==> src/hw/rtl/ptl_pkg.sv <==
`timescale 1ns / 1ps
package ptl_pkg;

    localparam int MAX_ENTRIES = 16;
    localparam int MAX_RESULTS = 16;
    localparam int IDX_W  = (MAX_ENTRIES > 1) ? $clog2(MAX_ENTRIES) : 1;
    localparam int CNT_W  = $clog2(MAX_ENTRIES + 1);
    localparam int RCNT_W = $clog2(MAX_RESULTS + 1);
    localparam int REQ_DEPTH = 2;
    localparam int RES_DEPTH = 4;

    typedef logic [2:0] t_op;
    localparam t_op OP_ADD      = 3'd0;
    localparam t_op OP_REMOVE   = 3'd1;
    localparam t_op OP_FIND_MAC = 3'd2;
    localparam t_op OP_FIND_ID  = 3'd3;
    localparam t_op OP_CONTACT  = 3'd4;
    localparam t_op OP_TICK     = 3'd5;
    localparam t_op OP_LIST     = 3'd6;
    localparam t_op OP_CLEAR    = 3'd7;

    localparam logic [1:0] EV_PLAIN   = 2'd0;
    localparam logic [1:0] EV_OFFLINE = 2'd1;
    localparam logic [1:0] EV_ONLINE  = 2'd2;

    typedef struct packed {
        t_op         op;
        logic [47:0] mac;
        logic [7:0]  eid;
        logic [7:0]  dtype;
        logic        onl;
        logic [31:0] now;
        logic        by_mac;  // search keyed on MAC
        logic        walk;    // walks every entry (tick, list)
    } t_req;

    typedef struct packed {
        logic        ok;
        logic [7:0]  id;
        logic [47:0] mac;
        logic [7:0]  typ;
        logic        onl;
        logic [1:0]  kind;
        logic        last;
    } t_res;

endpackage

==> src/hw/rtl/ptl_front.sv <==
`timescale 1ns / 1ps
module ptl_front (
    input  logic             i_clk,
    input  logic             i_rst_n,
    input  logic             i_push,
    output logic             o_full,
    input  logic [2:0]       i_req_type,
    input  logic [47:0]      i_mac,
    input  logic [7:0]       i_entry_id,
    input  logic [7:0]       i_dev_type,
    input  logic             i_online,
    input  logic [31:0]      i_time_ms,
    output logic             o_req_valid,
    output ptl_pkg::t_req    o_req,
    input  logic             i_req_take
);
    import ptl_pkg::*;

    localparam int PTR_W = (REQ_DEPTH > 1) ? $clog2(REQ_DEPTH) : 1;
    localparam int QCNT_W = $clog2(REQ_DEPTH + 1);

    t_req              r_mem [REQ_DEPTH];
    logic [PTR_W-1:0]  r_wr, r_rd;
    logic [QCNT_W-1:0] r_cnt;
    t_req              cls;
    logic              wr_en, rd_en;

    // classify the request on entry
    always_comb begin
        cls.op     = t_op'(i_req_type);
        cls.mac    = i_mac;
        cls.eid    = i_entry_id;
        cls.dtype  = i_dev_type;
        cls.onl    = i_online;
        cls.now    = i_time_ms;
        cls.by_mac = (cls.op == OP_ADD) || (cls.op == OP_FIND_MAC) || (cls.op == OP_CONTACT);
        cls.walk   = (cls.op == OP_TICK) || (cls.op == OP_LIST);
    end

    assign o_full      = (r_cnt == QCNT_W'(REQ_DEPTH));
    assign o_req_valid = (r_cnt != '0);
    assign o_req       = r_mem[r_rd];
    assign wr_en       = i_push && !o_full;
    assign rd_en       = i_req_take && o_req_valid;

    always_ff @(posedge i_clk) begin
        if (wr_en) begin
            r_mem[r_wr] <= cls;
        end
    end

    always_ff @(posedge i_clk) begin
        if (!i_rst_n) begin
            r_wr  <= '0;
            r_rd  <= '0;
            r_cnt <= '0;
        end else begin
            if (wr_en) begin
                r_wr <= (r_wr == PTR_W'(REQ_DEPTH - 1)) ? '0 : r_wr + 1'b1;
            end
            if (rd_en) begin
                r_rd <= (r_rd == PTR_W'(REQ_DEPTH - 1)) ? '0 : r_rd + 1'b1;
            end
            r_cnt <= r_cnt + QCNT_W'(wr_en) - QCNT_W'(rd_en);
        end
    end

endmodule

==> src/hw/rtl/ptl_resq.sv <==
`timescale 1ns / 1ps
module ptl_resq (
    input  logic          i_clk,
    input  logic          i_rst_n,
    input  logic          i_wr,
    input  ptl_pkg::t_res i_res,
    output logic          o_full,
    output logic          o_empty,
    output ptl_pkg::t_res o_res,
    input  logic          i_pop
);
    import ptl_pkg::*;

    localparam int PTR_W = (RES_DEPTH > 1) ? $clog2(RES_DEPTH) : 1;
    localparam int QCNT_W = $clog2(RES_DEPTH + 1);

    t_res              r_mem [RES_DEPTH];
    logic [PTR_W-1:0]  r_wr, r_rd;
    logic [QCNT_W-1:0] r_cnt;
    logic              wr_en, rd_en;

    assign o_full  = (r_cnt == QCNT_W'(RES_DEPTH));
    assign o_empty = (r_cnt == '0);
    assign o_res   = r_mem[r_rd];
    assign wr_en   = i_wr && !o_full;
    assign rd_en   = i_pop && !o_empty;

    always_ff @(posedge i_clk) begin
        if (wr_en) begin
            r_mem[r_wr] <= i_res;
        end
    end

    always_ff @(posedge i_clk) begin
        if (!i_rst_n) begin
            r_wr  <= '0;
            r_rd  <= '0;
            r_cnt <= '0;
        end else begin
            if (wr_en) begin
                r_wr <= (r_wr == PTR_W'(RES_DEPTH - 1)) ? '0 : r_wr + 1'b1;
            end
            if (rd_en) begin
                r_rd <= (r_rd == PTR_W'(RES_DEPTH - 1)) ? '0 : r_rd + 1'b1;
            end
            r_cnt <= r_cnt + QCNT_W'(wr_en) - QCNT_W'(rd_en);
        end
    end

endmodule

==> src/hw/rtl/ptl_engine.sv <==
`timescale 1ns / 1ps
module ptl_engine (
    input  logic          i_clk,
    input  logic          i_rst_n,
    input  logic          i_cfg_we,
    input  logic [31:0]   i_cfg_wdata,
    input  logic          i_req_valid,
    input  ptl_pkg::t_req i_req,
    output logic          o_req_take,
    output logic          o_res_wr,
    output ptl_pkg::t_res o_res,
    input  logic          i_res_full
);
    import ptl_pkg::*;

    localparam logic [2:0] ST_IDLE  = 3'd0;
    localparam logic [2:0] ST_SCAN  = 3'd1;
    localparam logic [2:0] ST_ACT   = 3'd2;
    localparam logic [2:0] ST_SHIFT = 3'd3;
    localparam logic [2:0] ST_FLUSH = 3'd4;

    typedef struct packed {
        logic [47:0] mac;
        logic [7:0]  id;
        logic [7:0]  typ;
        logic        onl;
        logic [31:0] last;
    } t_entry;

    t_entry             r_tab [MAX_ENTRIES];
    logic [2:0]         r_state, n_state;
    t_req               r_req, n_req;
    logic [CNT_W-1:0]   r_idx, n_idx;
    logic [CNT_W-1:0]   r_count, n_count;
    logic               r_found, n_found;
    logic [RCNT_W-1:0]  r_n, n_n;
    logic               r_pend_v, n_pend_v;
    t_res               r_pend, n_pend;
    logic [7:0]         r_next_id, n_next_id;
    logic [31:0]        r_interval, r_limit;

    logic [CNT_W-1:0]   idx_up;
    logic [IDX_W-1:0]   rd_addr, wr_addr;
    t_entry             e, wr_e;
    logic               wr_en;
    logic               hit;
    logic [31:0]        age;
    logic               over, chg, rep;
    logic [7:0]         new_id, take_id, id_after;
    logic [8:0]         id_inc;

    function automatic t_res mk_entry(t_entry x, logic [1:0] kind, logic last);
        t_res r;
        r.ok   = 1'b1;
        r.id   = x.id;
        r.mac  = x.mac;
        r.typ  = x.typ;
        r.onl  = x.onl;
        r.kind = kind;
        r.last = last;
        return r;
    endfunction

    function automatic t_res mk_plain(logic ok);
        t_res r;
        r      = '0;
        r.ok   = ok;
        r.last = 1'b1;
        return r;
    endfunction

    assign idx_up  = r_idx + 1'b1;
    assign rd_addr = (r_state == ST_SHIFT) ? idx_up[IDX_W-1:0] : r_idx[IDX_W-1:0];
    assign e       = r_tab[rd_addr];
    assign hit     = r_req.by_mac ? (e.mac == r_req.mac) : (e.id == r_req.eid);
    assign age     = r_req.now - e.last;
    assign over    = age > r_limit;
    assign chg     = (r_interval != '0) && (over ? e.onl : !e.onl);
    assign rep     = (r_req.op == OP_TICK) ? chg : (e.typ == r_req.dtype);
    assign id_inc  = {1'b0, r_next_id} + 9'd1;
    assign take_id = r_next_id;
    assign new_id  = (id_inc > 9'(MAX_ENTRIES)) ? 8'd1 : id_inc[7:0];
    assign id_after = (r_req.eid != '0) ? r_req.eid : ((e.id != '0) ? e.id : take_id);

    always_comb begin
        n_state   = r_state;
        n_req     = r_req;
        n_idx     = r_idx;
        n_count   = r_count;
        n_found   = r_found;
        n_n       = r_n;
        n_pend_v  = r_pend_v;
        n_pend    = r_pend;
        n_next_id = r_next_id;
        o_req_take = 1'b0;
        o_res_wr  = 1'b0;
        o_res     = r_pend;
        wr_en     = 1'b0;
        wr_addr   = r_idx[IDX_W-1:0];
        wr_e      = e;
        unique case (r_state)
            ST_IDLE: begin
                if (i_req_valid) begin
                    o_req_take = 1'b1;
                    n_req      = i_req;
                    n_idx      = '0;
                    n_n        = '0;
                    n_pend_v   = 1'b0;
                    n_found    = 1'b0;
                    n_state    = (i_req.op == OP_CLEAR) ? ST_ACT : ST_SCAN;
                end
            end
            ST_SCAN: begin
                if (r_idx == r_count) begin
                    n_state = r_req.walk ? ST_FLUSH : ST_ACT;
                end else if (!r_req.walk) begin
                    // stop on the first match and hold its index
                    if (hit) begin
                        n_found = 1'b1;
                        n_state = ST_ACT;
                    end else begin
                        n_idx = idx_up;
                    end
                end else if (!i_res_full) begin
                    if (r_req.op == OP_TICK && chg) begin
                        wr_en     = 1'b1;
                        wr_e.onl  = !e.onl;
                    end
                    if (rep && r_n < RCNT_W'(MAX_RESULTS)) begin
                        // emit the held result, hold the new one
                        o_res_wr = r_pend_v;
                        o_res    = r_pend;
                        n_pend_v = 1'b1;
                        n_pend   = mk_entry(wr_e, (r_req.op == OP_TICK) ?
                                   (over ? EV_OFFLINE : EV_ONLINE) : EV_PLAIN, 1'b0);
                        n_n      = r_n + 1'b1;
                    end
                    n_idx = idx_up;
                end
            end
            ST_FLUSH: begin
                if (!i_res_full) begin
                    o_res_wr = 1'b1;
                    if (r_pend_v) begin
                        o_res      = r_pend;
                        o_res.last = 1'b1;
                    end else begin
                        o_res = mk_plain((r_req.op == OP_TICK) && (r_interval != '0));
                    end
                    n_state = ST_IDLE;
                end
            end
            ST_ACT: begin
                if (!i_res_full) begin
                    o_res_wr = 1'b1;
                    n_state  = ST_IDLE;
                    o_res    = mk_plain(1'b0);
                    unique case (r_req.op)
                        OP_ADD: begin
                            wr_en     = 1'b1;
                            wr_e.typ  = r_req.dtype;
                            wr_e.onl  = r_req.onl;
                            wr_e.last = r_req.now;
                            if (r_found) begin
                                wr_e.id = id_after;
                                if (r_req.eid == '0 && e.id == '0) begin
                                    n_next_id = new_id;
                                end
                                o_res = mk_entry(wr_e, EV_PLAIN, 1'b1);
                            end else if (r_count >= CNT_W'(MAX_ENTRIES)) begin
                                wr_en = 1'b0;
                            end else begin
                                wr_addr   = r_count[IDX_W-1:0];
                                wr_e.mac  = r_req.mac;
                                wr_e.id   = take_id;
                                n_next_id = new_id;
                                n_count   = r_count + 1'b1;
                                o_res     = mk_entry(wr_e, EV_PLAIN, 1'b1);
                            end
                        end
                        OP_REMOVE: begin
                            if (r_found) begin
                                o_res   = mk_entry(e, EV_PLAIN, 1'b1);
                                n_state = ST_SHIFT;
                            end
                        end
                        OP_CONTACT: begin
                            if (r_found) begin
                                wr_en     = 1'b1;
                                wr_e.onl  = 1'b1;
                                wr_e.last = r_req.now;
                                o_res = mk_entry(wr_e, e.onl ? EV_PLAIN : EV_ONLINE, 1'b1);
                            end
                        end
                        OP_CLEAR: begin
                            n_count   = '0;
                            n_next_id = 8'd1;
                            o_res     = mk_plain(1'b1);
                        end
                        default: begin
                            if (r_found) begin
                                o_res = mk_entry(e, EV_PLAIN, 1'b1);
                            end
                        end
                    endcase
                end
            end
            ST_SHIFT: begin
                // pull the later entries down one slot
                if (idx_up >= r_count) begin
                    n_count = r_count - 1'b1;
                    n_state = ST_IDLE;
                end else begin
                    wr_en = 1'b1;
                    n_idx = idx_up;
                end
            end
            default: begin
                n_state = ST_IDLE;
            end
        endcase
    end

    always_ff @(posedge i_clk) begin
        if (wr_en) begin
            r_tab[wr_addr] <= wr_e;
        end
        r_req  <= n_req;
        r_pend <= n_pend;
    end

    always_ff @(posedge i_clk) begin
        if (!i_rst_n) begin
            r_state    <= ST_IDLE;
            r_idx      <= '0;
            r_count    <= '0;
            r_found    <= 1'b0;
            r_n        <= '0;
            r_pend_v   <= 1'b0;
            r_next_id  <= 8'd1;
            r_interval <= '0;
            r_limit    <= '0;
        end else begin
            r_state   <= n_state;
            r_idx     <= n_idx;
            r_count   <= n_count;
            r_found   <= n_found;
            r_n       <= n_n;
            r_pend_v  <= n_pend_v;
            r_next_id <= n_next_id;
            if (i_cfg_we) begin
                r_interval <= i_cfg_wdata;
                r_limit    <= i_cfg_wdata + {i_cfg_wdata[30:0], 1'b0};
            end
        end
    end

endmodule

==> src/hw/rtl/peer_table_with_liveness.sv <==
`timescale 1ns / 1ps
// Sequence: a lookup item scans from entry 0 and stops at the first match or at the fill.
// Remove then holds the engine while it moves each later entry down one slot to compact the table;
// tick and list walk every entry up to the fill.
// Throughput: one item at a time; one entry per cycle; tick and list stall while results are full.
// Reset: synchronous, active low; empties both queues, sets the fill to 0,
// the next id to 1 and the heartbeat interval to 0.
module peer_table_with_liveness (
    input  logic        i_clk,
    input  logic        i_rst_n,
    // request side
    input  logic        push,
    output logic        full,
    input  logic [2:0]  i_req_type,
    input  logic [47:0] i_mac,
    input  logic [7:0]  i_entry_id,
    input  logic [7:0]  i_dev_type,
    input  logic        i_online,
    input  logic [31:0] i_time_ms,
    // result side
    output logic        empty,
    input  logic        pop,
    output logic        o_done_ok,
    output logic [7:0]  o_result_id,
    output logic [47:0] o_result_mac,
    output logic [7:0]  o_result_type,
    output logic        o_result_online,
    output logic [1:0]  o_event_kind,
    output logic        o_is_last,
    // heartbeat interval register
    input  logic        i_cfg_we,
    input  logic [31:0] i_cfg_wdata
);
    import ptl_pkg::*;

    logic req_valid, req_take, res_wr, res_full;
    t_req req;
    t_res res_in, res_out;

    // Front: take each request transaction, classify it, and hold it in a
    // short queue so the caller can line up two requests behind a table walk.
    ptl_front u_front (
        .i_clk       (i_clk),
        .i_rst_n     (i_rst_n),
        .i_push      (push),
        .o_full      (full),
        .i_req_type  (i_req_type),
        .i_mac       (i_mac),
        .i_entry_id  (i_entry_id),
        .i_dev_type  (i_dev_type),
        .i_online    (i_online),
        .i_time_ms   (i_time_ms),
        .o_req_valid (req_valid),
        .o_req       (req),
        .i_req_take  (req_take)
    );

    // Back: the table and its sequencer. Scan one entry per cycle, then
    // update, compact or sweep; a tick or list walk and each result write wait on a full result queue.
    ptl_engine u_engine (
        .i_clk       (i_clk),
        .i_rst_n     (i_rst_n),
        .i_cfg_we    (i_cfg_we),
        .i_cfg_wdata (i_cfg_wdata),
        .i_req_valid (req_valid),
        .i_req       (req),
        .o_req_take  (req_take),
        .o_res_wr    (res_wr),
        .o_res       (res_in),
        .i_res_full  (res_full)
    );

    // Result queue: hold finished results until the consumer pops them.
    ptl_resq u_resq (
        .i_clk   (i_clk),
        .i_rst_n (i_rst_n),
        .i_wr    (res_wr),
        .i_res   (res_in),
        .o_full  (res_full),
        .o_empty (empty),
        .o_res   (res_out),
        .i_pop   (pop)
    );

    assign o_done_ok       = res_out.ok;
    assign o_result_id     = res_out.id;
    assign o_result_mac    = res_out.mac;
    assign o_result_type   = res_out.typ;
    assign o_result_online = res_out.onl;
    assign o_event_kind    = res_out.kind;
    assign o_is_last       = res_out.last;

    // the engine never writes into a full result queue
    a_no_overrun: assert property (@(posedge i_clk) disable iff (!i_rst_n)
        !(res_wr && res_full))
        else $error("result written while queue full");

    // the engine takes a request only when one is waiting
    a_take_valid: assert property (@(posedge i_clk) disable iff (!i_rst_n)
        req_take |-> req_valid)
        else $error("request taken from empty queue");

    // both queues come out of reset empty
    a_reset_empty: assert property (@(posedge i_clk)
        !i_rst_n |=> (empty && !full))
        else $error("queues not empty after reset");

endmodule
==> config.mk <==
export PLATFORM = sky130hd
export DESIGN_NAME = peer_table_with_liveness
export DESIGN_NICKNAME = d
export VERILOG_FILES = /design/src/hw/rtl/ptl_pkg.sv /design/src/hw/rtl/ptl_front.sv /design/src/hw/rtl/ptl_resq.sv /design/src/hw/rtl/ptl_engine.sv /design/src/hw/rtl/peer_table_with_liveness.sv
export SDC_FILE = /design/constraint.sdc
export NUM_CORES = 2
export LEC_CHECK = 0
export BUFFER_PORTS_ARGS = -buffer_cell sky130_fd_sc_hd__buf_2
export CORE_MARGIN = 1
export CORE_UTILIZATION = 57
export DETAILED_ROUTE_END_ITERATION = 12
export HOLD_SLACK_MARGIN = 0.15
export PLACE_DENSITY = 0.86
export SYNTH_ARGS = -nofsm -noshare
export SYNTH_HDL_FRONTEND = slang
export SYNTH_SLANG_ARGS = --single-unit
==> constraint.sdc <==
create_clock -name i_clk -period 13.94 [get_ports i_clk]
set_input_delay 2.091 -clock i_clk [delete_from_list [all_inputs] [get_ports i_clk]]
set_output_delay 2.091 -clock i_clk [all_outputs]
set_load 0.1 [all_outputs]
==> results by group <==
Critical path
  • CP Launch Type: register
  • Arr. time, crit path: 13.17 ns
  • Reg2reg start: u_engine.r_state[0]$_SDFFE_PN0P_
  • WS Path Type: register to register
  • Slowest CP cell: nor2_4
  • Crit path required time: 14.42 ns
  • CP Max Fanout: 38
  • CP peak stage delay: 1.24 ns
  • Crit path from: u_engine.r_state[0]$_SDFFE_PN0P_
  • Element type at the critical path end: register
  • Most used cell, CP: a21oi_1

Synth
  • Fraction of registers with async set/reset: 0%
  • Post-synth EDFFs: 2201
  • Compound-cell area share of the yosys netlist: ~8.7%
  • Largest family of logic cells by synthesized area: multiplexers
  • Synth Flop Type: edfxtp_1
  • Seq cells post-synth: 2306
  • Post-synthesis cell count: slightly above 6000
  • Synth cell types: 98
  • Synth warn: 0
  • Adder-Cell Fraction of Synth Area: 1.52%
  • Post-Synth Simple-Gate Area: 5.89%
  • Syn_area_per_cell: 15.9 sq um
  • Mux contribution to synthesized area: 10.9%
  • Synth Area in XOR/XNOR: 1.13%
  • Synth Net Count: 6400
  • Sequential area share after synthesis: 69.7%
  • Synthesized area: 97900 sq um

Timing
  • # setup viols final: 0
  • Final Cycle Share: between 90% and 100%
  • Unrepaired setup endpoints after global routing: false
  • Setup_tns: 0 ns
  • Fin crit period: 12.68 ns
  • Max Fclk: 78.8 MHz
  • Fin. max-slew vios: 0
  • Max-slew headroom: 1.25%
  • Final Hold Violating Endpoints: 0
  • Final Skew: 0.0580 ns
  • Worst Slack Setup Final: between 1 and 1.5 ns
  • Worst-margin pin slew: 1.48 ns

Floorplan
  • Die W: 416 microns
  • I/O pins: 208
  • Die Span Y: 416 microns
  • Core area: 170000 sq um
  • Starting density of the core: 57.6%
  • Num rows: between 150 and 200
  • Die area: 173000 sq um

Clock network
  • CTS max path bufs: 3
  • CTS Buf Count: ~210
  • CTS sink cnt: around 2300
  • CTS tree: built
  • Reg clk slew, reported paths: 0.07 ns
  • Post-CTS sizing: 0
  • Post-CTS setup buffers: 0
  • CTS H-tree depth: 4
  • Hold buffer count at CTS: 0
  • Clock root buffer master: clkbuf_16
  • Clock Latency Late Sink: 0.88 ns

Route
  • Vias: 64100
  • Number of DRC markers in iteration 0: 11000
  • Drt total wl: about 300000 microns
  • Drt pass-1 iters: 10
  • Post-route ant nets: 0
  • Residual DRC count: 0
  • Wire per inst: about 34 microns
  • Via density: 7.31

Power
  • Max VDD drop: 0.000140 V
  • Cell area power density: 191 nW/um^2
  • Sw Pwr: 7.13 mW
  • Int Power: about 14 mW
  • Logic pwr share: 27.8%
  • Switching Share: 34.3%
  • Leak: 35.6 nW
  • Sequential Power Share: 43.9%
  • Total power: 20.8 mW
  • Clock power share: 28.3%

Job
  • Max-cap violations: 0

Place
  • RD Place Congestion: between 0.9 and 1
  • Input/output buffers: 207
  • Place WS: 1.95 ns
  • Post-DP HPWL: 170000 microns

Outcome
  • Status: finished, final reports clean

Finish
  • Register area: 68200 sq um
  • Final Net Count: 6618
  • Area of the multi-input gates: 27800 sq um
  • Layout cells sized above 1: 19.3%
  • Syn-to-layout area delta: 11.1%
  • Final core utilization: between 60 and 70%
  • Fillcell total: 10700

GRT
  • Largest net degree at the start of global routing: 87
  • Vias in the first global route: between 60000 and 70000
  • Initial antenna violation count: 15
  • Global route overflow: 0
  • GRT Overall Usage: roughly a third
  • First-pass GRT wire length: 424000 microns

Hold path
  • Hold_sp: u_engine.r_limit[12]$_SDFFE_PN0P_
  • Hold Path Class: register to register
## per-layer routing
metal	vias to the layer above	track usage, %	routed length [microns]
li1	25200	-	-
met1	31200	40.5	94000
met2	6210	52.7	136000
met3	1491	8.84	39800
met4	14	24.9	26400
met5	-	0.0556	93
## cells by family after synthesis
family                     count (synthesis)
xor gates and xnor gates                 124
DFF                                     2306
and+or+nand+nor                         1166
muxes                                    686
adders and majority gates                117
AOI/OAI and AO/OA                       1245
buffers and inverters                    502
## worst paths after layout
check,to,slack (ns),depth (start not counted)
worst max register to register,u_engine.r_tab[10][95]$_DFFE_PP_,1.26,32
worst min-delay path,u_engine.r_limit[12]$_SDFFE_PN0P_,0.47,2
worst min register to register,u_engine.r_limit[12]$_SDFFE_PN0P_,0.47,2
worst max-delay path,u_engine.r_tab[10][95]$_DFFE_PP_,1.26,32
## per-stage QoR
stage               hold WS (ns)  std cells  area [sq um]
floorplan                  0.441       6146         97900
global placement           0.457       8366        102000
detailed placement         0.467       8366        102000
CTS                        0.475       8763        109000
global route               0.516       8766        109000
finish                     0.472       8770        109000
## power groups by stage
stage / Clock, mW / Sequential, mW / Combinational, mW
after global placement: 0 / 9.20 / 5.30
final: 5.89 / 9.14 / 5.78
after detailed placement: 0 / 9.22 / 5.47
after CTS: 5.88 / 9.09 / 5.57
after floorplan: 0 / 8.91 / 3.89
after global routing: 6.12 / 9.13 / 5.98
## cell usage after synthesis, drive strengths merged (22+ instances only)
| cell type | n | area (sq um) |
|---|---|---|
| a2111oi | 44 | 385 |
| a211oi | 40 | 300 |
| a21o | 55 | 413 |
| a21oi | 176 | 881 |
| a22oi | 70 | 544 |
| a31oi | 31 | 194 |
| and2 | 40 | 250 |
| buf | 175 | 910 |
| clkbuf | 197 | 741 |
| dfxtp | 105 | 2100 |
| edfxtp | 2201 | 66100 |
| ha | 114 | 1430 |
| inv | 130 | 488 |
| mux2 | 194 | 2180 |
| mux2i | 208 | 2080 |
| mux4 | 284 | 6400 |
| nand2 | 324 | 1220 |
| nand2b | 61 | 382 |
| nand3 | 77 | 398 |
| nand4 | 26 | 163 |
| nor2 | 278 | 1040 |
| nor2b | 22 | 138 |
| nor3 | 144 | 721 |
| nor4 | 47 | 309 |
| o21a | 28 | 210 |
| o21ai | 195 | 976 |
| o221ai | 90 | 788 |
| o22a | 26 | 228 |
| o22ai | 295 | 1850 |
| or3 | 42 | 263 |
| or4 | 22 | 169 |
| xnor2 | 74 | 671 |
| xor2 | 50 | 438 |
## cell usage in the layout (no fill, tap or decap), types with 19 or more instances in the layout
cell and count:
or4_1 21, clkbuf_1 39, nor2_4 20, mux2i_1 208, dfxtp_1 98, nand3_1 76, a31oi_1 31, o22ai_1 295
a22oi_1 67, clkinv_2 39, mux2_2 194, buf_2 207, o221ai_1 90, nand4_1 26, xnor2_1 71, buf_4 157
nor2_1 256, a211oi_1 40, nor3_1 140, bufinv_16 19, ha_1 113, edfxtp_1 2201, nand2_1 321, a2111oi_0 42
nor4_1 45, o21ai_0 182, o21a_1 28, a21o_1 55, xor2_1 50, inv_1 126, nand2b_1 61, o22a_1 25
and2_1 35, nor2b_1 22, clkbuf_16 216, or3_1 42, a21oi_1 175, mux4_2 284, clkinv_1 42
## state kept, by name (all words and copies together), names as in the netlist, 8 cells and up, named ones only
name / flops
u_resq.r_mem: 276
u_engine.r_interval: 31
u_engine.r_tab: 1552
u_engine.r_limit: 32
u_engine.r_pend: 67
u_engine.r_req: 102
u_engine.r_next_id: 8
u_front.r_mem: 204
## area by class of cell
cell class	instances	area share, %
sequential	2306	62.7
multi-input combinational	3338	25.6
clock buffer	265	5.23
tap	2218	2.55
timing repair buffer	375	2.24
clock inverter	132	1.21
inverter	130	0.453
antenna	6	0.0138
## critical path, delay by kind of cell, from the launching register on
family | cells | cell delay, ns
buf+inv | 2 | 0.86
mux | 1 | 0.53
simple gates | 9 | 4.05
compound gates | 15 | 4.54
fa+ha+maj | 3 | 0.90
xor+xnor | 2 | 0.37
flops | 1 | 0.95
Power figures use the tool's default switching activity.
